==> config.mk <==
export PLATFORM = sky130hd
export DESIGN_NAME = sql_mod_unit
export DESIGN_NICKNAME = d
export VERILOG_FILES = /design/src/hdl/sql_pkg.sv /design/src/hdl/sql_mod_unit.sv
export SDC_FILE = /design/constraint.sdc
export NUM_CORES = 1
export LEC_CHECK = 0
export BUFFER_PORTS_ARGS = -buffer_cell sky130_fd_sc_hd__clkbuf_2
export CAP_MARGIN = 20
export CORE_MARGIN = 2
export CORE_UTILIZATION = 45
export CTS_BUF_LIST = sky130_fd_sc_hd__clkbuf_2
export CTS_CLUSTER_DIAMETER = 120
export DETAILED_ROUTE_END_ITERATION = 7
export HOLD_SLACK_MARGIN = 0.03
export PLACE_DENSITY = 0.67
export REMOVE_ABC_BUFFERS = 1
export SLEW_MARGIN = 10
export SYNTH_ARGS = -nofsm -noshare
export SYNTH_HDL_FRONTEND = slang
export SYNTH_SLANG_ARGS = --single-unit
==> constraint.sdc <==
create_clock -name clock -period 3.7 [get_ports clock]
set_input_delay 0.555 -clock clock [delete_from_list [all_inputs] [get_ports clock]]
set_output_delay 0.555 -clock clock [all_outputs]
set_load 0.03 [all_outputs]
==> src/hdl/sql_pkg.sv <==
// Shared types, constants and helper functions of the SARSA(lambda) value update core.
package sql_pkg;

   // Request codes carried on req_type.
   localparam logic [1:0] REQ_START = 2'd0;
   localparam logic [1:0] REQ_STEP  = 2'd1;
   localparam logic [1:0] REQ_END   = 2'd2;

   // Configuration register indexes.
   localparam logic [2:0] CSR_NUM_ACTIONS   = 3'd0;
   localparam logic [2:0] CSR_LEARN_RATE    = 3'd1;
   localparam logic [2:0] CSR_DISCOUNT      = 3'd2;
   localparam logic [2:0] CSR_TRACE_DECAY   = 3'd3;
   localparam logic [2:0] CSR_EXPLORE_RATE  = 3'd4;
   localparam logic [2:0] CSR_INITIAL_VALUE = 3'd5;

   // Fixed point constants.
   localparam logic [16:0] FRAC_ONE = 17'd65536;
   localparam int FRAC_W = 17;
   localparam int VALUE_W = 32;

   // Shared remainder unit widths; the dividend is a 4-bit draw.
   localparam int DVD_W = 4;
   localparam int DIV_W = 17;

   // Request and response of the remainder unit.
   typedef struct packed {
      logic             start;
      logic [DVD_W-1:0] dividend;
      logic [DIV_W-1:0] divisor;
   } mod_req_type;

   typedef struct packed {
      logic             done;
      logic [DIV_W-1:0] remainder;
   } mod_rsp_type;

   // Operands that stay fixed during one sweep.
   typedef struct packed {
      logic [FRAC_W-1:0]         alpha;
      logic [FRAC_W-1:0]         lam;
      logic signed [VALUE_W-1:0] target;
      logic                      finish;
   } sweep_ctl_type;

   // Write-back of one swept entry.
   typedef struct packed {
      logic                      we;
      logic signed [VALUE_W-1:0] q;
      logic [FRAC_W-1:0]         e;
   } sweep_wr_type;

   // Clamp a wide signed sum to the signed 32-bit range.
   function automatic logic signed [31:0] sat32(input logic signed [47:0] v);
      logic signed [31:0] r;
      if (v > 48'sd2147483647) begin
         r = 32'sh7FFFFFFF;
      end else if (v < -48'sd2147483648) begin
         r = 32'sh80000000;
      end else begin
         r = v[31:0];
      end
      return r;
   endfunction

   // Fractions above one act as one.
   function automatic logic [16:0] frac_clamp(input logic [16:0] v);
      return (v > FRAC_ONE) ? FRAC_ONE : v;
   endfunction

endpackage

==> src/hdl/sql_mod_unit.sv <==
// Restoring remainder unit, one dividend bit per cycle.
module sql_mod_unit import sql_pkg::*; (
   input  logic        clock,
   input  logic        reset,
   input  mod_req_type req,
   output mod_rsp_type rsp
);

   localparam int CNT_W = $clog2(DVD_W);

   logic             busy_ff, busy_in;
   logic             done_ff, done_in;
   logic [CNT_W-1:0] cnt_ff, cnt_in;
   logic [DVD_W-1:0] dvd_ff, dvd_in;
   logic [DIV_W-1:0] div_ff, div_in;
   logic [DIV_W-1:0] rem_ff, rem_in;
   logic [DIV_W:0]   rem_shift;

   // Shift in the next dividend bit and subtract the divisor when it fits.
   always_comb begin
      busy_in   = busy_ff;
      done_in   = 1'b0;
      cnt_in    = cnt_ff;
      dvd_in    = dvd_ff;
      div_in    = div_ff;
      rem_in    = rem_ff;
      rem_shift = {rem_ff, dvd_ff[DVD_W-1]};
      if (req.start) begin
         busy_in = 1'b1;
         cnt_in  = '0;
         dvd_in  = req.dividend;
         div_in  = req.divisor;
         rem_in  = '0;
      end else if (busy_ff) begin
         if (rem_shift >= {1'b0, div_ff}) begin
            rem_in = DIV_W'(rem_shift - {1'b0, div_ff});
         end else begin
            rem_in = DIV_W'(rem_shift);
         end
         dvd_in = {dvd_ff[DVD_W-2:0], 1'b0};
         cnt_in = cnt_ff + 1'b1;
         if (cnt_ff == CNT_W'(DVD_W - 1)) begin
            busy_in = 1'b0;
            done_in = 1'b1;
         end
      end
   end

   // Control state.
   always_ff @(posedge clock) begin
      if (reset) begin
         busy_ff <= 1'b0;
         done_ff <= 1'b0;
      end else begin
         busy_ff <= busy_in;
         done_ff <= done_in;
      end
   end

   // Operand and remainder registers.
   always_ff @(posedge clock) begin
      cnt_ff <= cnt_in;
      dvd_ff <= dvd_in;
      div_ff <= div_in;
      rem_ff <= rem_in;
   end

   assign rsp.done      = done_ff;
   assign rsp.remainder = rem_ff;

endmodule

# Word level (Yosys, flattened, before mapping)
# Index checks and enable logic that the tools add are counted.
dict set report totals {
  in_bits 24
  elab_cells 20
  register_bits 42
  out_inout_bits 18
  ramBits 0
  latchBits 0
  romBits 0
  n_memories 0
}
dict set report classes {
  mux 7
  n_eq_ne 1
  n_bitwise 1
  magnitude_cmp 1
  mul 0
  shift 0
  n_div 0
  addsub 2
  reduce_logical 2
}
# op count
set ops {}
lappend ops {{18-bit by 17-bit greater-or-equal comparator with 1-bit output} 1}
lappend ops {{17-bit two-way mux} 1}
lappend ops {{17-bit subtractor} 1}
lappend ops {{4-bit two-way mux} 2}
lappend ops {{1-bit two-way mux} 4}
lappend ops {{3-bit OR reduction} 1}
lappend ops {{2-bit by 1-bit adder with 2-bit output (second input constant)} 1}
lappend ops {{2-bit == test (second input constant)} 1}
lappend ops {{2-bit nonzero test} 1}
lappend ops {{1-bit NOT} 1}

# Depth between registers and ports, before layout
dict set report depth {
  depth_word 4
  depth_mapped 12
  depth_no_buf 11
}

# Least setup slack after synthesis
# Ideal clock, no wire load.
dict set report synth_timing {
  path_type {register to register}
  start {register dvd_ff[3]}
  end {register rem_ff[16]}
  path_buffers 0
  path_stages_with_launch 12
  arrival_time_ns 2.479
  required_time_ns 3.578
  synth_period_minus_slack_ns 2.601
  path_slack_ns 1.099
  path_cell_list {edfxtp_1 inv_1 ha_1 inv_1 fa_1 a21o_1 a221o_1 o41ai_4 o21ai_2 nand3_1 a21oi_1 a311o_1}
}
dict set report synth_via {
  elab_chain_cells 2
  elab_cells_between_ends 3
  cone_classes {add/sub: 1; order compare: 1; mux: 1}
}
# element line_no
set synth_lines {}
lappend synth_lines {{start, declared} sql_mod_unit.sv:14} ;# logic [DVD_W-1:0] dvd_ff, dvd_in;
lappend synth_lines {{start signal, assigned} sql_mod_unit.sv:63} ;# dvd_ff <= dvd_in;
lappend synth_lines {{17-bit subtractor / 18-bit by 17-bit greater-or-equal comparator with 1-bit output (equally long branches)} {sql_mod_unit.sv:36, sql_mod_unit.sv:35}}
lappend synth_lines {{17-bit two-way mux (*)} sql_mod_unit.sv:35} ;# if (rem_shift >= {1'b0, div_ff}) begin
lappend synth_lines {{end signal, assigned} sql_mod_unit.sv:65} ;# rem_ff <= rem_in;
lappend synth_lines {{end, declared} sql_mod_unit.sv:16} ;# logic [DIV_W-1:0] rem_ff, rem_in;
# Mark *: on every way between the ends. The rest lies on a longest branch, timed or not.
# A chain may end at the register's enable or synchronous reset.

# Worst setup path in the final report
# Same ends and word-level chain as after synthesis.

==> impl_metrics.py <==
metrics = {
    "run_status": {
        "outcome": "complete, no violations",
    },
    "power_and_ir_drop": {
        "p_per_area_mw_per_mm2": 406,
        "ir_worst_vdd_uv": 171,
        "p_leak_nw": 1.23,
        "finalPower_mw": 1.17,
    },
    "clocking": {
        "hold_buffers": 0,
        "cts_htree_levels": 2,
        "cts_max_path_buffers": 2,
        "clk_latency_ps": 410,
        "cts.clk_slew.worst_paths_ps": 230,
        "clock-root-buffer": "clkbuf_2",
        "cts_buffers": 5,
        "cts.repair.resized": 0,
        "cts.sinks": 42,
        "tritoncts": "built",
        "post_cts_buffers": 0,
    },
    "die": {
        "die_h_um": 79.4,
        "core_region_area_mm2": 0.00551,
        "io-pin-count": 42,
        "die_w_um": 79.4,
        "die_area_mm2": 0.00630,
        "fp-row-count": 27,
        "initial_core_util_pct": 46.4,
    },
    "logic_synthesis": {
        "async_flop_share_pct": 0,
        "synth_edf_count": 21,
        "synth_top_family_by_area": "compound AO/OA/AOI/OAI gates",
        "synth_fa_ha_area_share_pct": 9.59,
        "synthSimpleGateAreaFrac_pct": 13.3,
        "synth_seq_cells": 42,
        "netlist_area_mm2": 0.00256,
        "ys_seq_area_share_pct": 41.1,
        "yosysUniqueCellTypes": 52,
        "synthFlopType": "edfxtp_1",
        "synth_xor_area_share_pct": 4.11,
        "synthMuxAreaShare_pct": 4.85,
        "avgSynthCellArea_um2": 9.61,
        "syn_inst": 266,
        "synth_compound_area_share_pct": 21.5,
        "yosysWarningCount": 0,
    },
    "layout": {
        "drive_gt1_share_pct": 19.7,
        "final_cells": 377,
        "syn2layout_area_growth_pct": 12.5,
        "diodes": 0,
        "final_common_cell": "clkbuf_2",
        "finalNetCount": 347,
        "layout_common_cells": "47 x clkbuf_2, 25 x nor2_1",
    },
    "setup_path": {
        "worstPathRequired_ps": 4010,
        "arrival_ps": 3500,
        "critPathLaunchType": "flip-flop",
        "rr_endpoint": "rem_ff[16]",
        "r2r_slack_ps": 510,
        "r2r-start": "dvd_ff[3]",
        "crit_chain": "inv_1 -> ha_1 -> inv_1 -> fa_1 -> a21o_1 -> a221o_1 -> o41ai_4 -> o21ai_2 -> nand3_1 -> a21oi_1 -> a311o_1",
        "crit_path_end_kind": "flip-flop",
        "path_max_fanout": 21,
        "crit_type": "reg2reg",
        "crit_top_cell": "inv_1",
        "worstRegToRegCells": 11,
        "critical-path-slowest-cell": "edfxtp_1",
        "slowest_delay_ps": 430,
    },
    "timing": {
        "period_needed_ps": 3190,
        "grt_setup_unrepaired": "no",
        "setup_violations": 0,
        "maxSlewHeadroom_pct": 29.5,
        "worstMarginPinSlew_ps": 1060,
        "finClkSkew_ps": 17.2,
        "fmax_mhz": 314,
        "hold_viol_final": 0,
        "timing.final.crit_share_pct": 86.2,
        "slew_viol_final": 0,
        "fin_tns_setup_ps": 0,
        "timing.hold.ws_ps": 281,
    },
    "drt": {
        "vias": 2121,
        "drc": 0,
        "final_antenna_net_count": 0,
        "firstDrtPassIters": 5,
        "wirelength_mm": 5.44,
        "drt_iter0_markers": 170,
        "wl_per_cell_um": 14.4,
        "avgViaCountPerCell": 5.63,
    },
    "place": {
        "hpwl_mm": 4.04,
        "place_inst": 369,
        "portBuffers": 41,
        "gp_congestion": 0.867,
    },
    "worst_hold_path": {
        "min_path_cells": 2,
        "min-delay-start": "reset",
        "hold_end": "busy_ff",
        "worst_hold_path_type": "in2reg",
    },
    "flow_run": {
        "cap_violations": 0,
    },
    "global_routing": {
        "antenna_found_initial": 0,
        "grt_pass1_vias": 1948,
        "grt_pass1_wl_mm": 9.14,
        "overflow": 0,
        "grt_start_max_net_pins": 33,
        "grtUsageTotal_pct": 18.5,
    },
}
routing by layer:
layer  part of all wire (%)  track usage, %
met1                     48            26.4
met2                     45            28.6
met3                    6.2            4.30
met4                   0.59            4.14
met5                      0               0
flip-flops by register name, indices dropped and copies added, names as in the netlist:
name     flops
done_ff      1
rem_ff      17
dvd_ff       4
div_ff      17
cnt_ff       2
busy_ff      1
cells in the mapped netlist, types with 2 or more instances:
cell | n | area share [%]
nand3_1 | 6 | 1.2
nor3_1 | 6 | 1.2
a311oi_1 | 2 | 0.69
or3_1 | 2 | 0.49
inv_1 | 21 | 3.1
nor2b_1 | 5 | 1.2
xnor2_1 | 10 | 3.4
edfxtp_1 | 21 | 25
o21a_1 | 4 | 1.2
mux2i_1 | 9 | 3.5
ha_1 | 18 | 8.8
a21o_1 | 4 | 1.2
xor2_1 | 2 | 0.69
a211o_1 | 2 | 0.69
nand2_1 | 21 | 3.1
nor4_1 | 2 | 0.49
a21oi_1 | 13 | 2.5
buf_2 | 2 | 0.39
o211ai_1 | 5 | 1.5
mux2_2 | 3 | 1.3
o21ai_1 | 7 | 1.4
o21ai_0 | 9 | 1.8
a211oi_2 | 2 | 0.98
nor2_1 | 25 | 3.7
nand4_1 | 2 | 0.49
a31oi_1 | 4 | 0.98
dfxtp_1 | 21 | 16
clkbuf_1 | 7 | 1.0
a211oi_1 | 8 | 2.3
worst max-delay path by stage:
stage / start / to / slack, ps / cells past startpoint
3_3_place_gp: dvd_ff[3] / rem_ff[16] / 660 / 11
2_1_floorplan: dvd_ff[3] / rem_ff[16] / 860 / 11
3_5_place_dp: dvd_ff[3] / rem_ff[16] / 560 / 11
6_report: dvd_ff[3] / rem_ff[16] / 510 / 11
5_1_grt: dvd_ff[3] / rem_ff[16] / 320 / 11
4_1_cts: dvd_ff[3] / rem_ff[16] / 520 / 11
cell type report:
cell class                      instances  area (um2)
Clock buffer                            6        30.0
Clock inverter                          2        37.5
Fill cell                             534        2630
Inverter                               22        82.6
Multi-Input combinational cell        190        1360
Sequential cell                        42        1050
Tap cell                               72        90.1
Timing Repair Buffer                   43         220
through the flow:
stage,util [%],cell area [um2],setup slack [ps]
2_1_floorplan,-,2500,856
3_3_place_gp,51.0,2810,657
3_5_place_dp,51.0,2810,557
4_1_cts,52.2,2880,521
5_1_grt,52.2,2880,322
6_report,52.2,2880,512
worst max-delay path: cells and delay by family, from the launching register on:
kind	cells	cell delay [ps]
compound gates	6	1690
fa+ha+maj	2	580
buf+inv	2	130
simple gates	1	250
flops	1	430
report_power, final:
group	switching [mW]	leakage (nW)	internal (mW)
Clock	0.156	0.0392	0.117
Sequential	0.0232	0.380	0.527
Combinational	0.208	0.808	0.137
logic make-up (layout without fill, tap and decap cells):
| kind of cell | after synthesis | after routing |
|---|---|---|
| buffers and inverters | 34 | 73 |
| multiplexers | 12 | 12 |
| flip-flops | 42 | 42 |
| XOR/XNOR | 12 | 12 |
| AND/OR/NAND/NOR | 74 | 74 |
| AO/OA/AOI/OAI | 73 | 73 |
| adder cells (fa/ha/maj) | 19 | 19 |
(Power assumes the default switching activity.)
